===== src/rtl/core/qapm_pkg.sv =====
package qapm_pkg;

    // field widths
    localparam int OP_W       = 2;
    localparam int ANGLE_W    = 17;
    localparam int PULSE_W    = 12;
    localparam int OFFSET_W   = PULSE_W + 1;
    localparam int ERR_W      = 18;
    localparam int DERR_W     = ERR_W + 1;
    localparam int INTEG_W    = 32;
    localparam int GAIN_W     = 16;
    localparam int MOTOR_W    = 11;
    localparam int TERM_W     = 10;
    localparam int MIX_W      = 14;
    localparam int CFG_IDX_W  = 3;
    localparam int SP_MAG_W   = 16;
    localparam int STEP_MAG_W = 9;
    localparam int STEP_W     = STEP_MAG_W + 1;

    // product and sum widths of the PID terms
    localparam int PROP_W = GAIN_W + 1 + ERR_W;
    localparam int INTP_W = GAIN_W + 1 + INTEG_W;
    localparam int DERP_W = GAIN_W + 1 + DERR_W;
    localparam int SUM_W  = INTP_W + 1;
    localparam int TERM_FRAC = 18;

    // operation codes
    localparam logic [OP_W-1:0] OP_FLY     = 2'd0;
    localparam logic [OP_W-1:0] OP_GROUND  = 2'd1;
    localparam logic [OP_W-1:0] OP_STANDBY = 2'd2;

    // configuration register indexes
    localparam logic [CFG_IDX_W-1:0] CFG_KP_TILT    = 3'd0;
    localparam logic [CFG_IDX_W-1:0] CFG_KI_TILT    = 3'd1;
    localparam logic [CFG_IDX_W-1:0] CFG_KD_TILT    = 3'd2;
    localparam logic [CFG_IDX_W-1:0] CFG_KP_HEADING = 3'd3;
    localparam logic [CFG_IDX_W-1:0] CFG_KD_HEADING = 3'd4;

    localparam logic [GAIN_W-1:0] KP_TILT_RST    = 16'd1331;
    localparam logic [GAIN_W-1:0] KI_TILT_RST    = 16'd51;
    localparam logic [GAIN_W-1:0] KD_TILT_RST    = 16'd15360;
    localparam logic [GAIN_W-1:0] KP_HEADING_RST = 16'd205;
    localparam logic [GAIN_W-1:0] KD_HEADING_RST = 16'd5120;

    localparam logic signed [OFFSET_W-1:0] STICK_CENTER = 13'sd1500;
    localparam logic [PULSE_W-1:0]         YAW_DEADBAND = 12'd20;
    localparam int DEG180_Q8  = 180 * 256;
    localparam int DEG360_Q8  = 360 * 256;
    localparam int TERM_LIMIT = 400;
    localparam int MOTOR_MIN  = 1200;
    localparam int MOTOR_MAX  = 1800;
    localparam int MOTOR_IDLE = 1000;

    // x*256/15 = (x*RECIP15) >> 16, exact for x < 4096
    localparam logic [20:0] RECIP15       = 21'd1118482;
    localparam int          RECIP15_SHIFT = 16;
    localparam int          RECIP15_PW    = PULSE_W + 21;
    // x*256/1500 = (x*RECIP1500) >> 21, exact for x < 4096
    localparam logic [18:0] RECIP1500       = 19'd357914;
    localparam int          RECIP1500_SHIFT = 21;
    localparam int          RECIP1500_PW    = PULSE_W + 19;

    localparam logic signed [INTEG_W-1:0] INTEG_MAX = 32'sh7FFF_FFFF;
    localparam logic signed [INTEG_W-1:0] INTEG_MIN = 32'sh8000_0000;

    // pipeline register stages
    localparam int NUM_STAGES = 10;
    localparam int ST_IN   = 0;
    localparam int ST_MAG  = 1;
    localparam int ST_QUO  = 2;
    localparam int ST_ERR  = 3;
    localparam int ST_YAW  = 4;
    localparam int ST_LOOP = 5;
    localparam int ST_PROD = 6;
    localparam int ST_SUM  = 7;
    localparam int ST_TERM = 8;
    localparam int ST_OUT  = 9;

    typedef struct packed {
        logic [NUM_STAGES-1:0] ld;
        logic [NUM_STAGES-1:0] fire;
    } t_pipe_ctl;

    typedef struct packed {
        logic [GAIN_W-1:0] kp_tilt;
        logic [GAIN_W-1:0] ki_tilt;
        logic [GAIN_W-1:0] kd_tilt;
        logic [GAIN_W-1:0] kp_heading;
        logic [GAIN_W-1:0] kd_heading;
    } t_gains;

    typedef struct packed {
        logic [OP_W-1:0]           op;
        logic signed [ANGLE_W-1:0] roll;
        logic signed [ANGLE_W-1:0] pitch;
        logic signed [ANGLE_W-1:0] yaw;
        logic [PULSE_W-1:0]        thr;
        logic [PULSE_W-1:0]        roll_stick;
        logic [PULSE_W-1:0]        pitch_stick;
        logic [PULSE_W-1:0]        yaw_stick;
    } t_item;

    typedef struct packed {
        logic [OP_W-1:0]           op;
        logic signed [ANGLE_W-1:0] roll;
        logic signed [ANGLE_W-1:0] pitch;
        logic signed [ANGLE_W-1:0] yaw;
        logic [PULSE_W-1:0]        thr;
        logic [PULSE_W-1:0]        roll_mag;
        logic [PULSE_W-1:0]        pitch_mag;
        logic [PULSE_W-1:0]        yaw_mag;
        logic                      roll_neg;
        logic                      pitch_neg;
        logic                      yaw_neg;
        logic                      yaw_move;
    } t_mag;

    typedef struct packed {
        logic [OP_W-1:0]           op;
        logic signed [ANGLE_W-1:0] roll;
        logic signed [ANGLE_W-1:0] pitch;
        logic signed [ANGLE_W-1:0] yaw;
        logic [PULSE_W-1:0]        thr;
        logic signed [ANGLE_W-1:0] sp_roll;
        logic signed [ANGLE_W-1:0] sp_pitch;
        logic signed [STEP_W-1:0]  hd_step;
        logic                      yaw_move;
    } t_quo;

    typedef struct packed {
        logic                      fly;
        logic [PULSE_W-1:0]        thr;
        logic signed [ANGLE_W-1:0] yaw;
        logic signed [ANGLE_W-1:0] heading;
        logic signed [ERR_W-1:0]   roll_err;
        logic signed [ERR_W-1:0]   pitch_err;
    } t_err;

    typedef struct packed {
        logic                    fly;
        logic [PULSE_W-1:0]      thr;
        logic signed [ERR_W-1:0] roll_err;
        logic signed [ERR_W-1:0] pitch_err;
        logic signed [ERR_W-1:0] yaw_err;
    } t_yerr;

    typedef struct packed {
        logic                      fly;
        logic [PULSE_W-1:0]        thr;
        logic signed [ERR_W-1:0]   roll_err;
        logic signed [INTEG_W-1:0] roll_int;
        logic signed [DERR_W-1:0]  roll_der;
        logic signed [ERR_W-1:0]   pitch_err;
        logic signed [INTEG_W-1:0] pitch_int;
        logic signed [DERR_W-1:0]  pitch_der;
        logic signed [ERR_W-1:0]   yaw_err;
        logic signed [DERR_W-1:0]  yaw_der;
    } t_loop;

    typedef struct packed {
        logic                     fly;
        logic [PULSE_W-1:0]       thr;
        logic signed [PROP_W-1:0] roll_p;
        logic signed [INTP_W-1:0] roll_i;
        logic signed [DERP_W-1:0] roll_d;
        logic signed [PROP_W-1:0] pitch_p;
        logic signed [INTP_W-1:0] pitch_i;
        logic signed [DERP_W-1:0] pitch_d;
        logic signed [PROP_W-1:0] yaw_p;
        logic signed [DERP_W-1:0] yaw_d;
    } t_prod;

    typedef struct packed {
        logic                    fly;
        logic [PULSE_W-1:0]      thr;
        logic signed [SUM_W-1:0] roll_sum;
        logic signed [SUM_W-1:0] pitch_sum;
        logic signed [SUM_W-1:0] yaw_sum;
    } t_sum;

    typedef struct packed {
        logic                     fly;
        logic [PULSE_W-1:0]       thr;
        logic signed [TERM_W-1:0] roll;
        logic signed [TERM_W-1:0] pitch;
        logic signed [TERM_W-1:0] yaw;
    } t_term;

    typedef struct packed {
        logic [MOTOR_W-1:0] left_front;
        logic [MOTOR_W-1:0] right_front;
        logic [MOTOR_W-1:0] left_back;
        logic [MOTOR_W-1:0] right_back;
    } t_motors;

endpackage


===== src/rtl/core/qapm_flow.sv =====
module qapm_flow import qapm_pkg::*; (
    input  logic      i_clk,
    input  logic      i_rst_n,
    input  logic      i_in_valid,
    input  logic      i_out_ready,
    output logic      o_in_ready,
    output logic      o_out_valid,
    output t_pipe_ctl o_ctl
);

    logic [NUM_STAGES-1:0] r_valid;
    logic [NUM_STAGES-1:0] n_valid;
    logic [NUM_STAGES-1:0] ld;
    logic [NUM_STAGES-1:0] upstream;

    assign upstream = {r_valid[NUM_STAGES-2:0], i_in_valid};

    // a stage loads when it is empty or its item moves on; bubbles collapse
    always_comb begin
        ld[NUM_STAGES-1] = !r_valid[NUM_STAGES-1] || i_out_ready;
        for (int k = NUM_STAGES - 2; k >= 0; k--) begin
            ld[k] = !r_valid[k] || ld[k+1];
        end
    end

    always_comb begin
        for (int k = 0; k < NUM_STAGES; k++) begin
            n_valid[k] = ld[k] ? upstream[k] : r_valid[k];
        end
    end

    always_ff @(posedge i_clk) begin
        if (!i_rst_n) begin
            r_valid <= '0;
        end else begin
            r_valid <= n_valid;
        end
    end

    assign o_ctl.ld    = ld;
    assign o_ctl.fire  = ld & upstream;
    assign o_in_ready  = ld[ST_IN];
    assign o_out_valid = r_valid[ST_OUT];

    a_full_stall: assert property (@(posedge i_clk) disable iff (!i_rst_n)
        (&r_valid && !i_out_ready) |-> !o_in_ready)
        else $error("input taken while pipeline full and output stalled");

    a_item_count: assert property (@(posedge i_clk) disable iff (!i_rst_n)
        1'b1 |=> $countones(r_valid) == $past($countones(r_valid))
                 + $past(int'(i_in_valid && o_in_ready))
                 - $past(int'(r_valid[ST_OUT] && i_out_ready)))
        else $error("beat lost or duplicated in pipeline");

endmodule


===== config.mk =====
export PLATFORM = sky130hd
export DESIGN_NAME = qapm_flow
export DESIGN_NICKNAME = d
export VERILOG_FILES = /design/src/rtl/core/qapm_pkg.sv /design/src/rtl/core/qapm_flow.sv
export SDC_FILE = /design/constraint.sdc
export NUM_CORES = 1
export LEC_CHECK = 0
export ABC_AREA = 0
export BUFFER_PORTS_ARGS = -buffer_cell sky130_fd_sc_hd__buf_4
export CAP_MARGIN = 20
export CORE_ASPECT_RATIO = 0.8
export CORE_MARGIN = 8
export CORE_UTILIZATION = 25
export CTS_CLUSTER_SIZE = 16
export DETAILED_ROUTE_END_ITERATION = 12
export PLACE_DENSITY_LB_ADDON = 0.1
export SYNTH_ARGS = -nofsm -noshare
export SYNTH_HDL_FRONTEND = slang
export SYNTH_SLANG_ARGS = --single-unit

===== constraint.sdc =====
create_clock -name i_clk -period 1.75 [get_ports i_clk]
set_input_delay 0.175 -clock i_clk [delete_from_list [all_inputs] [get_ports i_clk]]
set_output_delay 0.175 -clock i_clk [all_outputs]
set_load 0.005 [all_outputs]

Word level (Yosys, flattened, before mapping)

Cells that the tools add are included.

Bitwise operators: 1
Reduce and logical (&&, ||, !) cells: 20

Operators by type and width:

| operator           | number |
|---|---|
| 10-bit bitwise AND | 1 |
| 1-bit zero test    | 10 |
| 1-bit logical OR   | 10 |

Bits in registers: 10
Input bits: 4
Output and inout bits: 22

Longest topological paths before layout

Gate-level depths: netlist (run 1).

Depth in word-level cells: 12
Mapped depth: 6

Worst setup path before layout (run 1)

No wires, ideal clock.

Kind: register to output
Start point: register r_valid[6]
End point: output o_ctl[0] (netlist bit)
Arrival: 1119 ps
Setup slack: 456 ps
Cell stages (with the launch flop): 6
Path buffers: 1
Cell sequence: dfxtp_1 -> clkbuf_1 -> nand4_4 -> nor3_4 -> inv_2 -> and2_4

RTL lines:

| element                  | line            | RTL |
|---|---|---|
| start: declaration       | qapm_flow.sv:11 | `logic [NUM_STAGES-1:0] r_valid;` |
| start signal: assignment | qapm_flow.sv:36 | `r_valid <= n_valid;` |
| end: declaration         | qapm_flow.sv:8  | `output t_pipe_ctl o_ctl` |

==> results of run 1 <==
layer usage:
| metal | up-vias | GRT usage [%] | share of wire (%) |
|---|---|---|---|
| met1 | 217 | 8.59 | 46 |
| li1 | 245 | - | - |
| met4 | 0 | 0.893 | 0.63 |
| met3 | 2 | 5.15 | 8.5 |
| met5 | - | 0 | 0 |
| met2 | 14 | 9.67 | 45 |
kinds of logic after synthesis:
logic type	synth area share (%)
compound gates	17.5
flops	38.3
simple gates	32.5
buf+inv	11.7
worst max-delay path, cell delays in order (launching register included):
cell and delay [ns]:
dfxtp_2 0.35, and4b_2 0.30, inv_6 0.06, nor3_4 0.14
inv_2 0.06, and2_4 0.15, buf_4 0.12
cell usage in the layout (no fill, tap or decap), drive strengths merged:
master	instances
buf	26
dfxtp	10
inv	7
nor2b	5
nand2	5
and2	5
o21a	4
nand3	3
a21boi	3
clkbuf	3
a31oi	2
a21oi	2
nand4	2
and4b	1
nor2	1
nor3	1
and3	1
a22o	1
o31ai	1
synthesized netlist by cell type, types with 2 or more instances:
master / count
dfxtp_1: 10
inv_1: 5
nand2_1: 5
nor2b_1: 5
and2_1: 4
o21a_1: 4
a21boi_0: 3
nand3_1: 3
a21oi_1: 2
a31oi_1: 2
clkbuf_1: 2
cell type report:
class | instances | area (µm²)
multi-input combinational | 37 | 263
tap | 24 | 30.0
sequential | 10 | 206
timing repair buffer | 26 | 195
inverter | 7 | 31.3
fill | 228 | 1180
clock buffer | 3 | 22.5
path summary, 6_finish.rpt:
kind / to / slack (ns) / depth (start not counted)
worst max register to register: r_valid[5] / 0.62 / 4
worst min-delay path: r_valid[0] / 0.13 / 2
worst max-delay path: o_ctl[0] / 0.13 / 6
worst min register to register: r_valid[9] / 0.50 / 1
stage by stage:
stage / hold slack, ns / utilization, % / cells
global route: 0.108 / 38.8 / 107
global placement: 0.403 / 36.9 / 103
detailed placement: 0.401 / 36.9 / 103
CTS: 0.129 / 38.5 / 107
floorplan: 0.299 / - / 59
finish: 0.135 / 38.8 / 107
power by group through the flow:
stage	sequential (mW)	combinational (mW)	clock, mW
finish	0.236	0.0263	0.156
global route	0.237	0.0286	0.182
CTS	0.236	0.0271	0.165
detailed placement	0.241	0.0270	0
global placement	0.241	0.0272	0
floorplan	0.239	0.0137	0
timing repair:
item                       4_1_cts  5_1_grt
resized for setup                1        5
setup endpoints to repair        6        4
buffers inserted                 1        0
pin swaps                        1        2
==> metrics.txt, run 1 <==
sw power 90.7 µW; syn_nets 63; Initial DRC Count 14; fmax 0.618 GHz; Vias/cell 4.47; Final Instance Area 748 µm²; Clk network pwr share 37.2%; Ys Warns 0; max reg flops 10; clock tree buffer depth 2; starting density of the core 27.1%; biggest regs r_valid: 10 flops; PwrDens 559 nW/µm²; Yosys reg bits 10; Row Count 14; ANT nets after route 0; DP Area 711 µm²; Netlist Area Pre-Place 523 µm²; Clk pin slew, worst setup/hold paths 0.06 ns; Final Cycle Share 92.5%; Max-Cap Viols 0; dpl ws 0.166 ns; arrival time at the worst endpoint 1.44 ns; Sw Ratio 21.7%; Worst Path Max Fanout 5; TritonCTS clock tree yes; core area 1930 µm²; synthesis-to-finish area growth 43.1%; Num CTS Buffers 3; Seq/Total Area, Yosys 38.3%; worst clock skew 0.00442 ns; vias in the first global route 439; Leak 0.332 nW; Hold Crit Start i_in_valid; Sequential Power Share 56.5%; largest net degree at the start of global routing 13; Clock Latency Late Sink 0.26 ns; nets 89; hpwl dp 1000 µm; Sink Count 10; total die area 3820 µm²; EDFF count, synth 0; VDD IR-drop max 0.000394 V; hold crit path type in -> reg; asr flop ratio synth 0%; Hold Buf Count CTS 0; initial antenna violation count 0; first-pass detailed-route iteration total 4; Top reg by flops r_valid; status completed; total gr overflow 0; Pwr Total 418 µW; total wire length 1270 µm; Slew HR 79.2%; RSZ-0062 raised after global routing no; ANT cells 0; R2R Path Start r_valid[8]; share of the synthesized area in the top cell type 38.3%; drt drc 0; setup slack after layout 0.131 ns; Syn Area/Cell 8.86 µm²; Comb pwr share 6.3%; Tmin final 1.62 ns; TNS Setup 0 ns; Area contributors post-synth dfxtp_1 (38%), nor2b_1 (6.0%), o21a_1 (5.7%); Die H 56.9 µm; Port-buffer cells 25; Mapped Cells 59; largest area contributor in the netlist dfxtp_1; worst-margin pin slew 0.311 ns; Final Hold Fails 0; Post-synth top flop dfxtp_1; via count 478; Final Slew Violations 0; GP Congestion 0.752; H-Tree Depth 1; Die Width 67.1 µm; crit end category output pin; Crit. Startpoint r_valid[8]; P_int 327 µW; Tot GR Track Use 6.96%; WL per Instance 11.9 µm; root buf cell clkbuf_4; setup violators final 0; global-route wire length before repair 2100 µm; CP Class reg -> out; I/O pins 26; CP required 1.57 ns; share of post-route cells with drive strength above 1 49.4%; Worst setup SP type flip-flop; post-synth cell types 25
No activity file was read; power rests on OpenSTA's default activity.
==> run 2, diff against run 1 <==
- GPL_ROUTABILITY_DRIVEN: default -> 0
- HOLD_SLACK_MARGIN: default -> 0.1
- SETUP_SLACK_MARGIN: default -> 0.2
==> run 2 against run 1 <==
Die area unchanged. Final area is 11% higher. Largest power group unchanged. Worst setup slack improved by 0.052 ns. Sequential share of layout area is 2.3 points lower. Combinational power up 8.0%. Non-clock buffer count grew 7. Utilization increased by 4.1 points. Maximum frequency grew 3.3%. Critical path depth fell by 1. Critical endpoint is now o_ctl[6]. Global-route usage is 0.63 points higher. Power grew 0.84%.
==> metrics.txt, run 2 (synthesized netlist as in run 1, its figures left out) <==
status completed (unchanged); Final Slew Violations 0 (unchanged); R2R cell count 5 (was 4); Row Count 14 (unchanged); total gr overflow 0 (unchanged); total wire length 1360 µm (was 1270 µm); R2R Path Start r_valid[9] (was r_valid[8]); share of post-route cells with drive strength above 1 57.8% (was 49.4%); Max-Cap Viols 0 (unchanged); root buf cell clkbuf_4 (unchanged); Worst Hold Depth 2 (unchanged); Port-buffer cells 25 (unchanged); vias in the first global route 491 (was 439); crit-path cells and4b_2 > buf_4 > nand2_1 > and2_1 > buf_4 (was and4b_2 > inv_6 > nor3_4 > inv_2 > and2_4 > buf_4); Tot GR Track Use 7.59% (was 6.96%); synthesis-to-finish area growth 58.1% (was 43.1%); Slowest cell on crit path dfxtp_2 (unchanged); Crit. Startpoint r_valid[9] (was r_valid[8]); commonest non-fill, non-tap cell in the layout buf_4 (unchanged); DP Area 711 µm² (unchanged); via count 512 (was 478); CP Class reg -> out (unchanged); arrival time at the worst endpoint 1.39 ns (was 1.44 ns); most frequent cells in the layout buf_4 (28), dfxtp_2 (7), inv_1 (5), nand2_1 (5), buf_6 (5); Clk pin slew, worst setup/hold paths 0.06 ns (about the same); global-route wire length before repair 2280 µm (was 2100 µm); I/O pins 26 (unchanged); initial antenna violation count 0 (unchanged); WP buf/inv 2 (was 3); nets 96 (was 89); RSZ-0062 raised after global routing yes (was no); CP required 1.57 ns (about the same); Die H 56.9 µm (unchanged); Worst setup SP type flip-flop (unchanged); worst hold slack 0.137 ns (was 0.135 ns); biggest regs r_valid: 10 flops (unchanged); worst clock skew 0.00453 ns (was 0.00442 ns); total die area 3820 µm² (unchanged); Worst Path Max Fanout 5 (unchanged); max reg flops 10 (unchanged); drt drc 0 (unchanged); ANT cells 0 (unchanged); Clock Latency Late Sink 0.26 ns (about the same); Vias/cell 4.49 (was 4.47); Leak 0.376 nW (was 0.332 nW); Core Util, Final 42.9% (was 38.8%); hold crit path type in -> reg (unchanged); Worst Hold End r_valid[0] (unchanged); TNS Setup 0 ns (unchanged); core area 1930 µm² (unchanged); Most Frequent Cell on Critical Path buf_4; VDD IR-drop max 0.000375 V (was 0.000394 V); Die Width 67.1 µm (unchanged); largest net degree at the start of global routing 13 (unchanged); Final Hold Fails 0 (unchanged); Top reg by flops r_valid (unchanged); Initial DRC Count 13 (was 14); Final Instance Area 827 µm² (was 748 µm²); FF-to-FF setup slack 0.61 ns (was 0.62 ns); Hold Crit Start i_in_valid (unchanged); H-Tree Depth 1 (unchanged); ANT nets after route 0 (unchanged); CP top delay family simple AND/OR/NAND/NOR gates (unchanged); crit end category output pin (unchanged); Sink Count 10 (unchanged); PwrDens 510 nW/µm² (was 559 nW/µm²); Slew HR 87.1% (was 79.2%); hpwl dp 1000 µm (unchanged); TritonCTS clock tree yes (unchanged); reg2reg end r_valid[1] (was r_valid[5]); fmax 0.638 GHz (was 0.618 GHz); starting density of the core 27.1% (unchanged); first-pass detailed-route iteration total 3 (was 4); setup violators final 0 (unchanged); WL per Instance 11.9 µm (about the same); Tmin final 1.57 ns (was 1.62 ns); Final Cycle Share 89.6% (was 92.5%); Pwr Total 422 µW (was 418 µW); Num CTS Buffers 3 (unchanged); clock tree buffer depth 2 (unchanged); CP peak stage delay 0.33 ns (was 0.35 ns); worst-margin pin slew 0.192 ns (was 0.311 ns)
## run 2: final cells by class
class	instances	area [µm²]
sequential	10	209
tap	24	30.0
multi-input combinational	37	268
fill	220	1100
clock buffer	3	22.5
timing repair buffer	33	267
inverter	7	31.3
## run 2: how the worst max path moves through the flow
stage | slack, ns | to | cells past startpoint
6_report | 0.18 | o_ctl[6] | 5
3_5_place_dp | 0.17 | o_ctl[0] | 6
2_1_floorplan | 0.46 | o_ctl[0] | 5
3_3_place_gp | 0.18 | o_ctl[0] | 6
4_1_cts | 0.18 | o_ctl[6] | 5
5_1_grt | 0.11 | o_ctl[6] | 5
## run 2: repair_timing
item | 4_1_cts | 5_1_grt
gates resized for setup | 11 | 4
setup buffers | 7 | 1
pin swaps | 4 | 2
endpoints found under the setup margin | 13 | 14
hold buffers | 0 | 0
## run 2: routing by layer
metal	GRT usage, %	vias to the layer above	part of all wire (%)
met5	0	-	0
met4	0.893	0	0.66
met1	8.93	237	44
met3	5.54	2	8.8
li1	-	259	-
met2	11.2	14	47
## run 2: power breakdown
group	total (mW)	internal (mW)	switching [mW]	leakage [nW]
Clock	0.157	0.0794	0.0774	0.0138
Sequential	0.236	0.232	0.00484	0.0846
Combinational	0.0284	0.0182	0.0103	0.278
Total	0.422	0.329	0.0925	0.376
## run 2: through the flow
stage	worst slack [ns]	instances
2_1_floorplan	0.456	59
3_3_place_gp	0.182	103
3_5_place_dp	0.166	103
4_1_cts	0.176	113
5_1_grt	0.106	114
6_report	0.183	114
==> run 3, diff against run 2 <==
- CORE_ASPECT_RATIO: 0.8 -> 1.1
==> run 3 against run 2 <==
Power up 12%. Via count fell by 0.98%. Flip-flop and latch count stayed put. Sequential power about the same. Worst hold slack got worse by 0.0029 ns. Sequential share of layout area decreased by 1.8 points. Utilization grew 1.0 points. Clock skew up 0.0014 ns. Largest cell class is now buffers. Largest power group unchanged.
==> metrics.txt, run 3 (synthesized netlist as in run 1, its figures left out) <==
Slew HR 78.9% (was 87.1%); hold crit path type in -> reg (unchanged); Sink Count 10 (unchanged); Clk pin slew, worst setup/hold paths 0.07 ns (was 0.06 ns); first-pass detailed-route iteration total 4 (was 3); Worst setup SP type flip-flop (unchanged); area occupied by multi-input gates 280 µm² (was 268 µm²); RSZ-0062 raised after global routing yes (unchanged); ANT cells 0 (unchanged); vias in the first global route 507 (was 491); total gr overflow 0 (unchanged); Final Slew Violations 0 (unchanged); global-route wire length before repair 2260 µm (was 2280 µm); Port-buffer cells 25 (unchanged); hpwl dp 982 µm (was 1000 µm); max reg flops 10 (unchanged); fillers 222 (was 220); status completed (unchanged); worst-margin pin slew 0.316 ns (was 0.192 ns); VDD IR-drop max 0.000383 V (was 0.000375 V); ANT nets after route 0 (unchanged); setup violators final 0 (unchanged); worst hold slack 0.134 ns (was 0.137 ns); total wire length 1370 µm (was 1360 µm); H-Tree Depth 1 (unchanged); starting density of the core 26.2% (was 27.1%); core area 2000 µm² (was 1930 µm²); share of post-route cells with drive strength above 1 60.2% (was 57.8%); Num CTS Buffers 3 (unchanged); Final Cycle Share 90.2% (was 89.6%); Tmin final 1.58 ns (was 1.57 ns); drt drc 0 (unchanged); Die H 64.0 µm (was 56.9 µm); Top reg by flops r_valid (unchanged); crit end category output pin (unchanged); initial antenna violation count 0 (unchanged); largest net degree at the start of global routing 13 (unchanged); PwrDens 538 nW/µm² (was 510 nW/µm²); clock tree buffer depth 2 (unchanged); most frequent cells in the layout buf_4 (28), buf_6 (7), nor2b_1 (5), dfxtp_1 (5), dfxtp_2 (5) (was buf_4 (28), dfxtp_2 (7), inv_1 (5), nand2_1 (5), buf_6 (5)); Final Hold Fails 0 (unchanged); placed cells 109 (was 103); worst clock skew 0.00593 ns (was 0.00453 ns); synthesis-to-finish area growth 67.9% (was 58.1%); TNS Setup 0 ns (unchanged); I/O pins 26 (unchanged); total die area 3810 µm² (was 3820 µm²); CP required 1.57 ns (about the same); Max-Cap Viols 0 (unchanged); Initial DRC Count 5 (was 13); Die Width 59.6 µm (was 67.1 µm); arrival time at the worst endpoint 1.40 ns (was 1.39 ns); Hold Buf Count CTS 0 (unchanged); Vias/cell 4.19 (was 4.49); Clock Latency Late Sink 0.27 ns (was 0.26 ns); via count 507 (was 512); biggest regs r_valid: 10 flops (unchanged); Tot GR Track Use 7.52% (was 7.59%); WL per Instance 11.3 µm (was 11.9 µm); Layout Cells excl Fill 121 (was 114); Row Count 17 (was 14); nets 98 (was 96); commonest non-fill, non-tap cell in the layout buf_4 (unchanged); Leak 0.416 nW (was 0.376 nW); Worst Path Max Fanout 7 (was 5); register area 206 µm² (was 209 µm²); TritonCTS clock tree yes (unchanged); root buf cell clkbuf_4 (unchanged); fmax 0.634 GHz (was 0.638 GHz); CP Class reg -> out (unchanged)
[run 3: path summary, 6_finish.rpt]
kind / from / end / slack, ns / cells after the start
worst min register to register: r_valid[3] / r_valid[4] / 0.50 / 2
worst max-delay path: r_valid[9] / o_ctl[1] / 0.17 / 5
worst min-delay path: i_in_valid / r_valid[0] / 0.13 / 2
worst max register to register: r_valid[9] / r_valid[3] / 0.53 / 5
[run 3: layout make-up]
type | instances | area share [%]
timing repair buffer | 35 | 32.9
inverter | 7 | 3.56
tap | 28 | 3.99
sequential | 10 | 23.5
clock buffer | 4 | 4.13
multi-input combinational | 37 | 31.9
[run 3: repair_timing]
| item | in CTS | in global routing |
|---|---|---|
| buffers inserted | 8 | 0 |
| cloned | 0 | 0 |
| endpoints found under the setup margin | 16 | 15 |
| pin swaps | 7 | 6 |
| gates resized for setup | 13 | 7 |
[run 3: worst max-delay path: stages, from the launching register on]
cell and delay, ns:
dfxtp_2 0.33, and4b_2 0.32, inv_6 0.06, nor2_4 0.19
a31oi_1 0.10, buf_4 0.14
[run 3: layer usage]
layer / global-route usage (%) / vias up / part of all wire, % / wire (µm)
met5: 0 / - / 0 / 0
met4: 1.79 / 0 / 0.88 / 12
met3: 5.00 / 2 / 10 / 140
met2: 12.0 / 18 / 49 / 664
met1: 7.94 / 224 / 40 / 549
li1: - / 263 / - / -
[run 3: metrics by stage]
step | util [%] | total power [mW] | setup WS [ns] | cell area, µm²
after floorplan | - | 0.253 | 0.456 | 523
after global placement | 36.5 | 0.269 | 0.285 | 731
after CTS | 42.8 | 0.481 | 0.161 | 856
after detailed placement | 36.5 | 0.268 | 0.257 | 731
after global routing | 43.9 | 0.505 | 0.0884 | 878
final | 43.9 | 0.473 | 0.172 | 878
[run 3: where the power goes]
| group | switching, mW | internal [mW] |
|---|---|---|
| clock | 0.0818 | 0.126 |
| sequential | 0.00497 | 0.231 |
| combinational | 0.0104 | 0.0180 |
